$ cat src/sv/jcsc_pkg.sv
// ----------------------------------------------------------------------------
// jcsc_pkg
// Shared types and codes for the Japanese charset stream converter.
// ----------------------------------------------------------------------------
package jcsc_pkg;

  // Conversion mode register codes
  localparam logic [2:0] MODE_JIS_SJIS = 3'd0;
  localparam logic [2:0] MODE_JIS_EUC  = 3'd1;
  localparam logic [2:0] MODE_SJIS_JIS = 3'd2;
  localparam logic [2:0] MODE_EUC_JIS  = 3'd3;
  localparam logic [2:0] MODE_EUC_SJIS = 3'd4;
  localparam logic [2:0] MODE_SJIS_EUC = 3'd5;

  // Longest output burst caused by one source byte (ESC $ @ c1 c2)
  localparam int unsigned MaxBurst = 5;
  localparam int unsigned CntW     = $clog2(MaxBurst + 1);

  // Byte codes
  localparam logic [7:0] ESC_CHAR    = 8'h1b;
  localparam logic [7:0] DOLLAR_CODE = 8'h24;  // '$'
  localparam logic [7:0] AT_CODE     = 8'h40;  // '@'
  localparam logic [7:0] LPAREN_CODE = 8'h28;  // '('
  localparam logic [7:0] J_CODE      = 8'h4a;  // 'J'
  localparam logic [7:0] G0_LO       = 8'h21;
  localparam logic [7:0] G0_HI       = 8'h7e;

  // Converter state carried from byte to byte
  typedef struct packed {
    logic       two_byte_mode;
    logic       escape_held;
    logic       skip_next_byte;
    logic       lead_held;
    logic [7:0] lead_value;
  } conv_state_t;

  // Output bytes of one source byte, element 0 goes out first
  typedef struct packed {
    logic [MaxBurst-1:0][7:0] bytes;
    logic [CntW-1:0]          count;
  } burst_t;

endpackage

$ cat src/sv/jcsc_decode.sv
// ----------------------------------------------------------------------------
// jcsc_decode
// Per-byte conversion logic: next state and the output burst of one byte.
// ----------------------------------------------------------------------------
module jcsc_decode (
  input  logic [7:0]           byte_in,
  input  logic [2:0]           mode,
  input  jcsc_pkg::conv_state_t st,
  output jcsc_pkg::conv_state_t st_nxt,
  output jcsc_pkg::burst_t      burst
);

  // JIS pair to Shift-JIS pair, {s1, s2}
  function automatic logic [15:0] jis2sjis(input logic [7:0] j1, input logic [7:0] j2);
    logic [8:0] h;
    logic [7:0] s1;
    logic [7:0] s2;
    h  = {1'b0, j1} + 9'd1;
    s1 = h[8:1] + ((j1 <= 8'h5e) ? 8'h70 : 8'hb0);
    if (j1[0]) begin
      s2 = j2 + ((j2 >= 8'h60) ? 8'h20 : 8'h1f);
    end else begin
      s2 = j2 + 8'h7e;
    end
    return {s1, s2};
  endfunction

  // Shift-JIS pair to JIS pair, {j1, j2}
  function automatic logic [15:0] sjis2jis(input logic [7:0] s1, input logic [7:0] s2);
    logic [7:0] a;
    logic [7:0] j2;
    a = (s1 <= 8'h9f) ? (s1 - 8'h71) : (s1 - 8'hb1);
    a = {a[6:0], 1'b1};
    if (s2 >= 8'h9f) begin
      a  = a + 8'd1;
      j2 = s2 - 8'h7e;
    end else begin
      j2 = s2 - ((s2 >= 8'h80) ? 8'h20 : 8'h1f);
    end
    return {a, j2};
  endfunction

  logic [15:0] pair;
  logic [15:0] sj;
  logic [15:0] js;
  logic        in_g0;

  // Pair conversion for the selected direction
  always_comb begin
    sj = jis2sjis(st.lead_value & 8'h7f, byte_in & 8'h7f);
    js = sjis2jis(st.lead_value, byte_in);
    unique case (mode)
      jcsc_pkg::MODE_JIS_SJIS: pair = jis2sjis(st.lead_value, byte_in);
      jcsc_pkg::MODE_JIS_EUC:  pair = {st.lead_value | 8'h80, byte_in | 8'h80};
      jcsc_pkg::MODE_SJIS_JIS: pair = js;
      jcsc_pkg::MODE_EUC_JIS:  pair = {st.lead_value & 8'h7f, byte_in & 8'h7f};
      jcsc_pkg::MODE_EUC_SJIS: pair = sj;
      default:                 pair = js | 16'h8080;
    endcase
  end

  assign in_g0 = (byte_in >= jcsc_pkg::G0_LO) && (byte_in <= jcsc_pkg::G0_HI);

  // State update and burst build
  always_comb begin
    st_nxt       = st;
    burst.bytes  = '0;
    burst.count  = '0;
    unique case (mode)
      jcsc_pkg::MODE_JIS_SJIS, jcsc_pkg::MODE_JIS_EUC: begin
        if (st.skip_next_byte) begin
          st_nxt.skip_next_byte = 1'b0;
        end else if (st.escape_held) begin
          st_nxt.escape_held = 1'b0;
          if (st.two_byte_mode && byte_in == jcsc_pkg::LPAREN_CODE) begin
            st_nxt.skip_next_byte = 1'b1;
            st_nxt.two_byte_mode  = 1'b0;
          end else if (!st.two_byte_mode && byte_in == jcsc_pkg::DOLLAR_CODE) begin
            st_nxt.skip_next_byte = 1'b1;
            st_nxt.two_byte_mode  = 1'b1;
          end else begin
            // unknown escape: send ESC, then treat this byte as fresh
            burst.bytes[0] = jcsc_pkg::ESC_CHAR;
            burst.count    = 3'd1;
            if (byte_in == jcsc_pkg::ESC_CHAR) begin
              st_nxt.escape_held = 1'b1;
            end else if (st.two_byte_mode && in_g0) begin
              st_nxt.lead_held  = 1'b1;
              st_nxt.lead_value = byte_in;
            end else begin
              burst.bytes[1] = byte_in;
              burst.count    = 3'd2;
            end
          end
        end else if (st.lead_held) begin
          st_nxt.lead_held = 1'b0;
          burst.bytes[0]   = pair[15:8];
          burst.bytes[1]   = pair[7:0];
          burst.count      = 3'd2;
        end else if (byte_in == jcsc_pkg::ESC_CHAR) begin
          st_nxt.escape_held = 1'b1;
        end else if (st.two_byte_mode && in_g0) begin
          st_nxt.lead_held  = 1'b1;
          st_nxt.lead_value = byte_in;
        end else begin
          burst.bytes[0] = byte_in;
          burst.count    = 3'd1;
        end
      end
      jcsc_pkg::MODE_SJIS_JIS, jcsc_pkg::MODE_EUC_JIS: begin
        if (st.lead_held) begin
          st_nxt.lead_held = 1'b0;
          if (!st.two_byte_mode) begin
            // enter kanji mode first: ESC $ @
            st_nxt.two_byte_mode = 1'b1;
            burst.bytes[0] = jcsc_pkg::ESC_CHAR;
            burst.bytes[1] = jcsc_pkg::DOLLAR_CODE;
            burst.bytes[2] = jcsc_pkg::AT_CODE;
            burst.bytes[3] = pair[15:8];
            burst.bytes[4] = pair[7:0];
            burst.count    = 3'd5;
          end else begin
            burst.bytes[0] = pair[15:8];
            burst.bytes[1] = pair[7:0];
            burst.count    = 3'd2;
          end
        end else if (byte_in[7]) begin
          st_nxt.lead_held  = 1'b1;
          st_nxt.lead_value = byte_in;
        end else if (st.two_byte_mode) begin
          // back to roman: ESC ( J
          st_nxt.two_byte_mode = 1'b0;
          burst.bytes[0] = jcsc_pkg::ESC_CHAR;
          burst.bytes[1] = jcsc_pkg::LPAREN_CODE;
          burst.bytes[2] = jcsc_pkg::J_CODE;
          burst.bytes[3] = byte_in;
          burst.count    = 3'd4;
        end else begin
          burst.bytes[0] = byte_in;
          burst.count    = 3'd1;
        end
      end
      jcsc_pkg::MODE_EUC_SJIS, jcsc_pkg::MODE_SJIS_EUC: begin
        if (st.lead_held) begin
          st_nxt.lead_held = 1'b0;
          burst.bytes[0]   = pair[15:8];
          burst.bytes[1]   = pair[7:0];
          burst.count      = 3'd2;
        end else if (byte_in[7]) begin
          st_nxt.lead_held  = 1'b1;
          st_nxt.lead_value = byte_in;
        end else begin
          burst.bytes[0] = byte_in;
          burst.count    = 3'd1;
        end
      end
      default: begin
        // unused modes pass the byte through
        burst.bytes[0] = byte_in;
        burst.count    = 3'd1;
      end
    endcase
  end

endmodule

$ cat src/sv/jcsc_burst.sv
// ----------------------------------------------------------------------------
// jcsc_burst
// Result register: holds one burst and shifts it out a byte per request.
// ----------------------------------------------------------------------------
module jcsc_burst (
  input  logic             clk,
  input  logic             rst_n,
  input  logic             load,
  input  jcsc_pkg::burst_t burst,
  output logic             free,
  output logic             out_valid,
  input  logic             out_stall,
  output logic [7:0]       out_byte,
  output logic             out_last
);

  logic [jcsc_pkg::MaxBurst-1:0][7:0] buf_r, buf_nxt;
  logic [jcsc_pkg::CntW-1:0]          rem_r, rem_nxt;
  logic                               take;

  assign out_valid = (rem_r != '0);
  assign out_byte  = buf_r[0];
  assign out_last  = (rem_r == jcsc_pkg::CntW'(1));
  assign take      = out_valid && !out_stall;
  // empty, or the final byte leaves this cycle
  assign free      = !out_valid || (out_last && !out_stall);

  // Load or shift
  always_comb begin
    buf_nxt = buf_r;
    rem_nxt = rem_r;
    if (load) begin
      buf_nxt = burst.bytes;
      rem_nxt = burst.count;
    end else if (take) begin
      buf_nxt = buf_r >> 8;
      rem_nxt = rem_r - jcsc_pkg::CntW'(1);
    end
  end

  always_ff @(posedge clk) begin
    buf_r <= buf_nxt;
    if (!rst_n) begin
      rem_r <= '0;
    end else begin
      rem_r <= rem_nxt;
    end
  end

endmodule

$ cat src/sv/japanese_charset_stream_converter.sv
// ----------------------------------------------------------------------------
// japanese_charset_stream_converter
// JIS / EUC / Shift-JIS byte stream converter, direction set by a mode register.
// ----------------------------------------------------------------------------
//  channel | ports                                   | dir
//  --------+-----------------------------------------+-----
//  source  | in_valid, in_stall, in_byte             | in
//  result  | out_valid, out_stall, out_byte,         | out
//          | out_last_of_run                         |
//  config  | cfg_wr_en, cfg_wr_data                  | in
//
//  A source byte is registered, decoded in one pass and its burst of 0 to 5
//  bytes loaded into the result register; one source byte per cycle when each
//  byte gives at most one result and out_stall stays low. The result register,
//  one byte per cycle while out_stall is low, sets the rate: a burst holds the
//  source side until its last byte leaves. An accepted byte goes through the
//  input register and then the result register. rst_n clears the mode,
//  converter state and both valid flags. A stalled result holds its byte; the
//  source side stalls once the input register is full and the burst cannot move.
// ----------------------------------------------------------------------------
module japanese_charset_stream_converter (
  input  logic       clk,
  input  logic       rst_n,
  input  logic       in_valid,
  output logic       in_stall,
  input  logic [7:0] in_byte,
  output logic       out_valid,
  input  logic       out_stall,
  output logic [7:0] out_byte,
  output logic       out_last_of_run,
  input  logic       cfg_wr_en,
  input  logic [2:0] cfg_wr_data
);

  logic                  in_v_r, in_v_nxt;
  logic [7:0]            in_byte_r;
  logic [2:0]            mode_r;
  jcsc_pkg::conv_state_t st_r, st_nxt, st_dec;
  jcsc_pkg::burst_t      burst;
  logic                  free;
  logic                  load;
  logic                  accept;

  // Input register handshake
  assign load     = in_v_r && free;
  assign in_stall = in_v_r && !free;
  assign accept   = in_valid && !in_stall;

  always_comb begin
    in_v_nxt = in_v_r;
    if (accept) begin
      in_v_nxt = 1'b1;
    end else if (load) begin
      in_v_nxt = 1'b0;
    end
  end

  assign st_nxt = load ? st_dec : st_r;

  always_ff @(posedge clk) begin
    if (accept) begin
      in_byte_r <= in_byte;
    end
    if (!rst_n) begin
      in_v_r <= 1'b0;
      mode_r <= jcsc_pkg::MODE_JIS_SJIS;
      st_r   <= '0;
    end else begin
      in_v_r <= in_v_nxt;
      st_r   <= st_nxt;
      if (cfg_wr_en) begin
        mode_r <= cfg_wr_data;
      end
    end
  end

  // Decode one byte
  jcsc_decode u_decode (
    .byte_in (in_byte_r),
    .mode    (mode_r),
    .st      (st_r),
    .st_nxt  (st_dec),
    .burst   (burst)
  );

  // Result register
  jcsc_burst u_burst (
    .clk       (clk),
    .rst_n     (rst_n),
    .load      (load),
    .burst     (burst),
    .free      (free),
    .out_valid (out_valid),
    .out_stall (out_stall),
    .out_byte  (out_byte),
    .out_last  (out_last_of_run)
  );

  // Checks
  a_esc_skip_excl: assert property (@(posedge clk) disable iff (!rst_n)
    !(st_r.escape_held && st_r.skip_next_byte))
    else $error("escape and skip pending together");

  a_held_kept: assert property (@(posedge clk) disable iff (!rst_n)
    in_v_r && !free |=> in_v_r && $stable(in_byte_r))
    else $error("held source byte lost");

  a_state_only_on_load: assert property (@(posedge clk) disable iff (!rst_n)
    !load |=> $stable(st_r))
    else $error("state changed without a decoded byte");

endmodule

$ cat config.mk
export PLATFORM = sky130hd
export DESIGN_NAME = japanese_charset_stream_converter
export DESIGN_NICKNAME = d
export VERILOG_FILES = /design/src/sv/jcsc_pkg.sv /design/src/sv/jcsc_decode.sv /design/src/sv/jcsc_burst.sv /design/src/sv/japanese_charset_stream_converter.sv
export SDC_FILE = /design/constraint.sdc
export NUM_CORES = 1
export LEC_CHECK = 0
export CORE_ASPECT_RATIO = 2
export CORE_MARGIN = 2
export CORE_UTILIZATION = 25
export CTS_BUF_LIST = sky130_fd_sc_hd__clkbuf_4 sky130_fd_sc_hd__clkbuf_8
export DETAILED_ROUTE_END_ITERATION = 16
export DONT_BUFFER_PORTS = 1
export HOLD_SLACK_MARGIN = 0.15
export PLACE_DENSITY = 0.37
export SYNTH_ARGS = -nofsm -noshare
export SYNTH_HDL_FRONTEND = slang
export SYNTH_SLANG_ARGS = --single-unit
$ cat constraint.sdc
create_clock -name clk -period 5.35 [get_ports clk]
set_clock_uncertainty 0.2 [all_clocks]
set_input_delay 0.8025 -clock clk [delete_from_list [all_inputs] [get_ports clk]]
set_output_delay 0.8025 -clock clk [all_outputs]
set_load 0.005 [all_outputs]
==> flow_summary.ini <==
[synth]
async_flop_share = 0
yosys_warnings = 0
synth_cells = 726
yosys_register_bits = 67
syn_area_mm2 = 0.00599
synth_cell_type_count = 84
synth_edf_count = 48
ys_top_cells_by_area = edfxtp_1 (24%), ha_1 (7.7%), dfxtp_1 (6.4%), o21ai_0 (5.4%), a21oi_1 (5.2%)
synth_top_area_cell = edfxtp_1
ys.flop_type = edfxtp_1
yosysTopAreaCellShare = 0.241
syn_avg_cell_area_um2 = 8.25
syn_nets = 782
yosysSeqAreaShare = 0.304

[setup_path]
crit_type = reg2reg
worst_ep_arrival_time_ps = 3900
crit_family = compound AO/OA/AOI/OAI gates
startpoint_type = flop
crit_fanout = 7
cpMostUsedCell = nand2_1
slowest_delay_ps = 550
required_ps = 5290
critPathBufInv = 1
critPathCaptureType = flop
path_cells = inv_1, ha_1, nand2_1, nor3_1, nand2_1, nand2_1, ha_1, nor2b_1, o21ai_0, o211ai_1, a2111oi_0, mux2i_1, a31oi_1, a221o_1
slowest_stage = a2111oi_0

[timing]
max_slew_margin = 0.266
post-route-min-period_ps = 3960
setup_viol = 0
fin_crit_sh = 0.740
max_freq_ghz = 0.252
setup_ws_ps = 1390
finalHoldViolCount = 0
tightest_slew_ps = 1100
drv_slew = 0
setup_tns_ps = 0
rsz0062_at_grt = no

[layout]
final_nets = 751
areaGrowthSynthToFinish_pct = 6.65
final_cells = 987
multi_input_area_mm2 = 0.00377
fill_cells = 2549
diodes = 0
ff_latch_area_mm2 = 0.00182
drive_gt1_frac = 0.0786

[clock_tree]
cts_tree = done
cts-root-buf = clkbuf_8
cts_setup_buffers = 0
ctsHoldBuffers = 0
numCtsBuffers = 9
clkLatencyLatePin_ps = 380
clk_pin_slew_ps = 90
post_cts_resized = 0
htree_levels = 3
cts.sinks = 67
clock_tree.buffer_depth = 2

[power_and_ir_drop]
powerDensity_mw_per_mm2 = 395
ir_worst_vdd_mv = 0.187
power.leakage_nw = 2.28

[hold_path]
worstHoldPathType = in2reg

[global_routing]
antenna_found_initial = 0
grt_pass1_wl_um = 35500
track_usage = 0.188
grt_pass1_vias = 5701
grt_max_degree = 47
grt-ovfl-total = 0

[drt]
top_layer = met4
drt-vias-per-instance = 5.56
postRouteAntennaNets = 0
first_iter_violations = 364
via_count = 5487
wl_met3_um = 577
wl_per_cell_um = 23.4
wl_um = 23100
met1_length_um = 8140
wl_met2_um = 12700
first_pass_iters = 6
drc_errors = 0

[placed_design]
hpwl_um = 18000
portBuffers = 0
place_ws_ps = 1350
dp_cells = 971
place_congestion = 0.902

[die]
die_h_um = 223
die-area_mm2 = 0.0253
row_count = 80
core_area_mm2 = 0.0237
io_pins = 27
die-width_um = 113
initial_core_util = 0.252

[status]
outcome = finished, final reports clean

[flow_run]
max-cap-violations = 0
==> placed cells by master, fill, tap and decap left out, drive strengths merged, types with 5 or more instances in the layout <==
cell,synthesis,layout
ha,37,37
nor2,65,65
nor2b,13,13
a21o,5,5
and3,6,6
edfxtp,48,48
o31ai,10,10
nor3,15,15
a22oi,12,12
nand4,5,5
o211ai,8,8
clkbuf,30,9
inv,33,34
a22o,7,7
nand3,19,19
o21ai,72,72
xnor2,30,30
a21oi,63,63
and2,13,13
dfxtp,19,19
a211oi,13,13
o21a,5,5
nand2b,10,10
mux2i,8,8
o22ai,8,8
xor2,6,6
buf,27,15
a31oi,10,10
clkinv,2,5
nand2,65,65
==> final timing paths <==
check	from	slack, ps	depth (start not counted)	end
max reg2reg	in_byte_r[1]$_DFFE_PP_	1390	14	u_burst.buf_r[15]$_DFFE_PP_
min reg2reg	u_burst.rem_r[0]$_SDFFE_PN0P_	330	1	u_burst.rem_r[0]$_SDFFE_PN0P_
min	in_byte[2]	310	0	in_byte_r[2]$_DFFE_PP_
max	in_byte_r[1]$_DFFE_PP_	1390	14	u_burst.buf_r[15]$_DFFE_PP_
==> layout make-up <==
| class | count | area share |
|---|---|---|
| clock buffers | 9 | 0.0194 |
| clock inverters | 7 | 0.0106 |
| inverters | 35 | 0.0206 |
| flip-flops and latches | 67 | 0.285 |
| repair buffers | 15 | 0.0176 |
| multi-input cells | 567 | 0.590 |
| well taps | 287 | 0.0562 |
==> state kept, by name, indices dropped and copies added (netlist names) <==
name,cells
u_burst.rem_r,3
u_burst.out_byte,8
st_r,12
in_v_r,1
u_burst.buf_r,32
mode_r,3
in_byte_r,8
==> where the power goes <==
group / total [W] / internal [W] / switching [W]
clock: 0.000439 / 0.000213 / 0.000226
sequential: 0.000953 / 0.000849 / 0.000103
combinational: 0.00113 / 0.000373 / 0.000755
==> kinds of logic (layout without fill, tap and decap cells) <==
logic type / Yosys count / after routing / share of synthesized area
fa+ha+maj: 40 / 40 / 0.0874
mux: 8 / 8 / 0.0134
simple gates: 230 / 230 / 0.195
compound gates: 253 / 253 / 0.279
xor+xnor: 36 / 36 / 0.0527
flops: 67 / 67 / 0.304
buf+inv: 92 / 66 / 0.0688
==> Yosys cell counts, types with 12 or more instances <==
cell type  number
nor2_1         64
nand2_1        65
clkbuf_1       29
o21ai_0        64
buf_4          12
ha_1           37
edfxtp_1       48
nor3_1         15
xnor2_1        30
nor2b_1        13
a22oi_1        12
inv_1          32
and2_1         12
a21oi_1        62
dfxtp_1        19
a211oi_1       12
nand3_1        19
==> layer usage <==
layer  GRT usage  vias to the layer above
met1       0.186                     2687
met2       0.353                      153
li1            -                     2590
met3      0.0231                       57
met4       0.134                        0
met5           0                        -
==> metrics by stage <==
step	total power (W)	hold WS [ps]	cell area [um^2]	utilization
6_report	0.00252	307	6380	0.269
5_1_grt	0.00270	279	6380	0.269
3_3_place_gp	0.00209	291	6190	0.261
4_1_cts	0.00255	274	6380	0.269
3_5_place_dp	0.00210	308	6190	0.261
2_1_floorplan	0.00175	269	5990	-
Power figures use the tool's default switching activity.
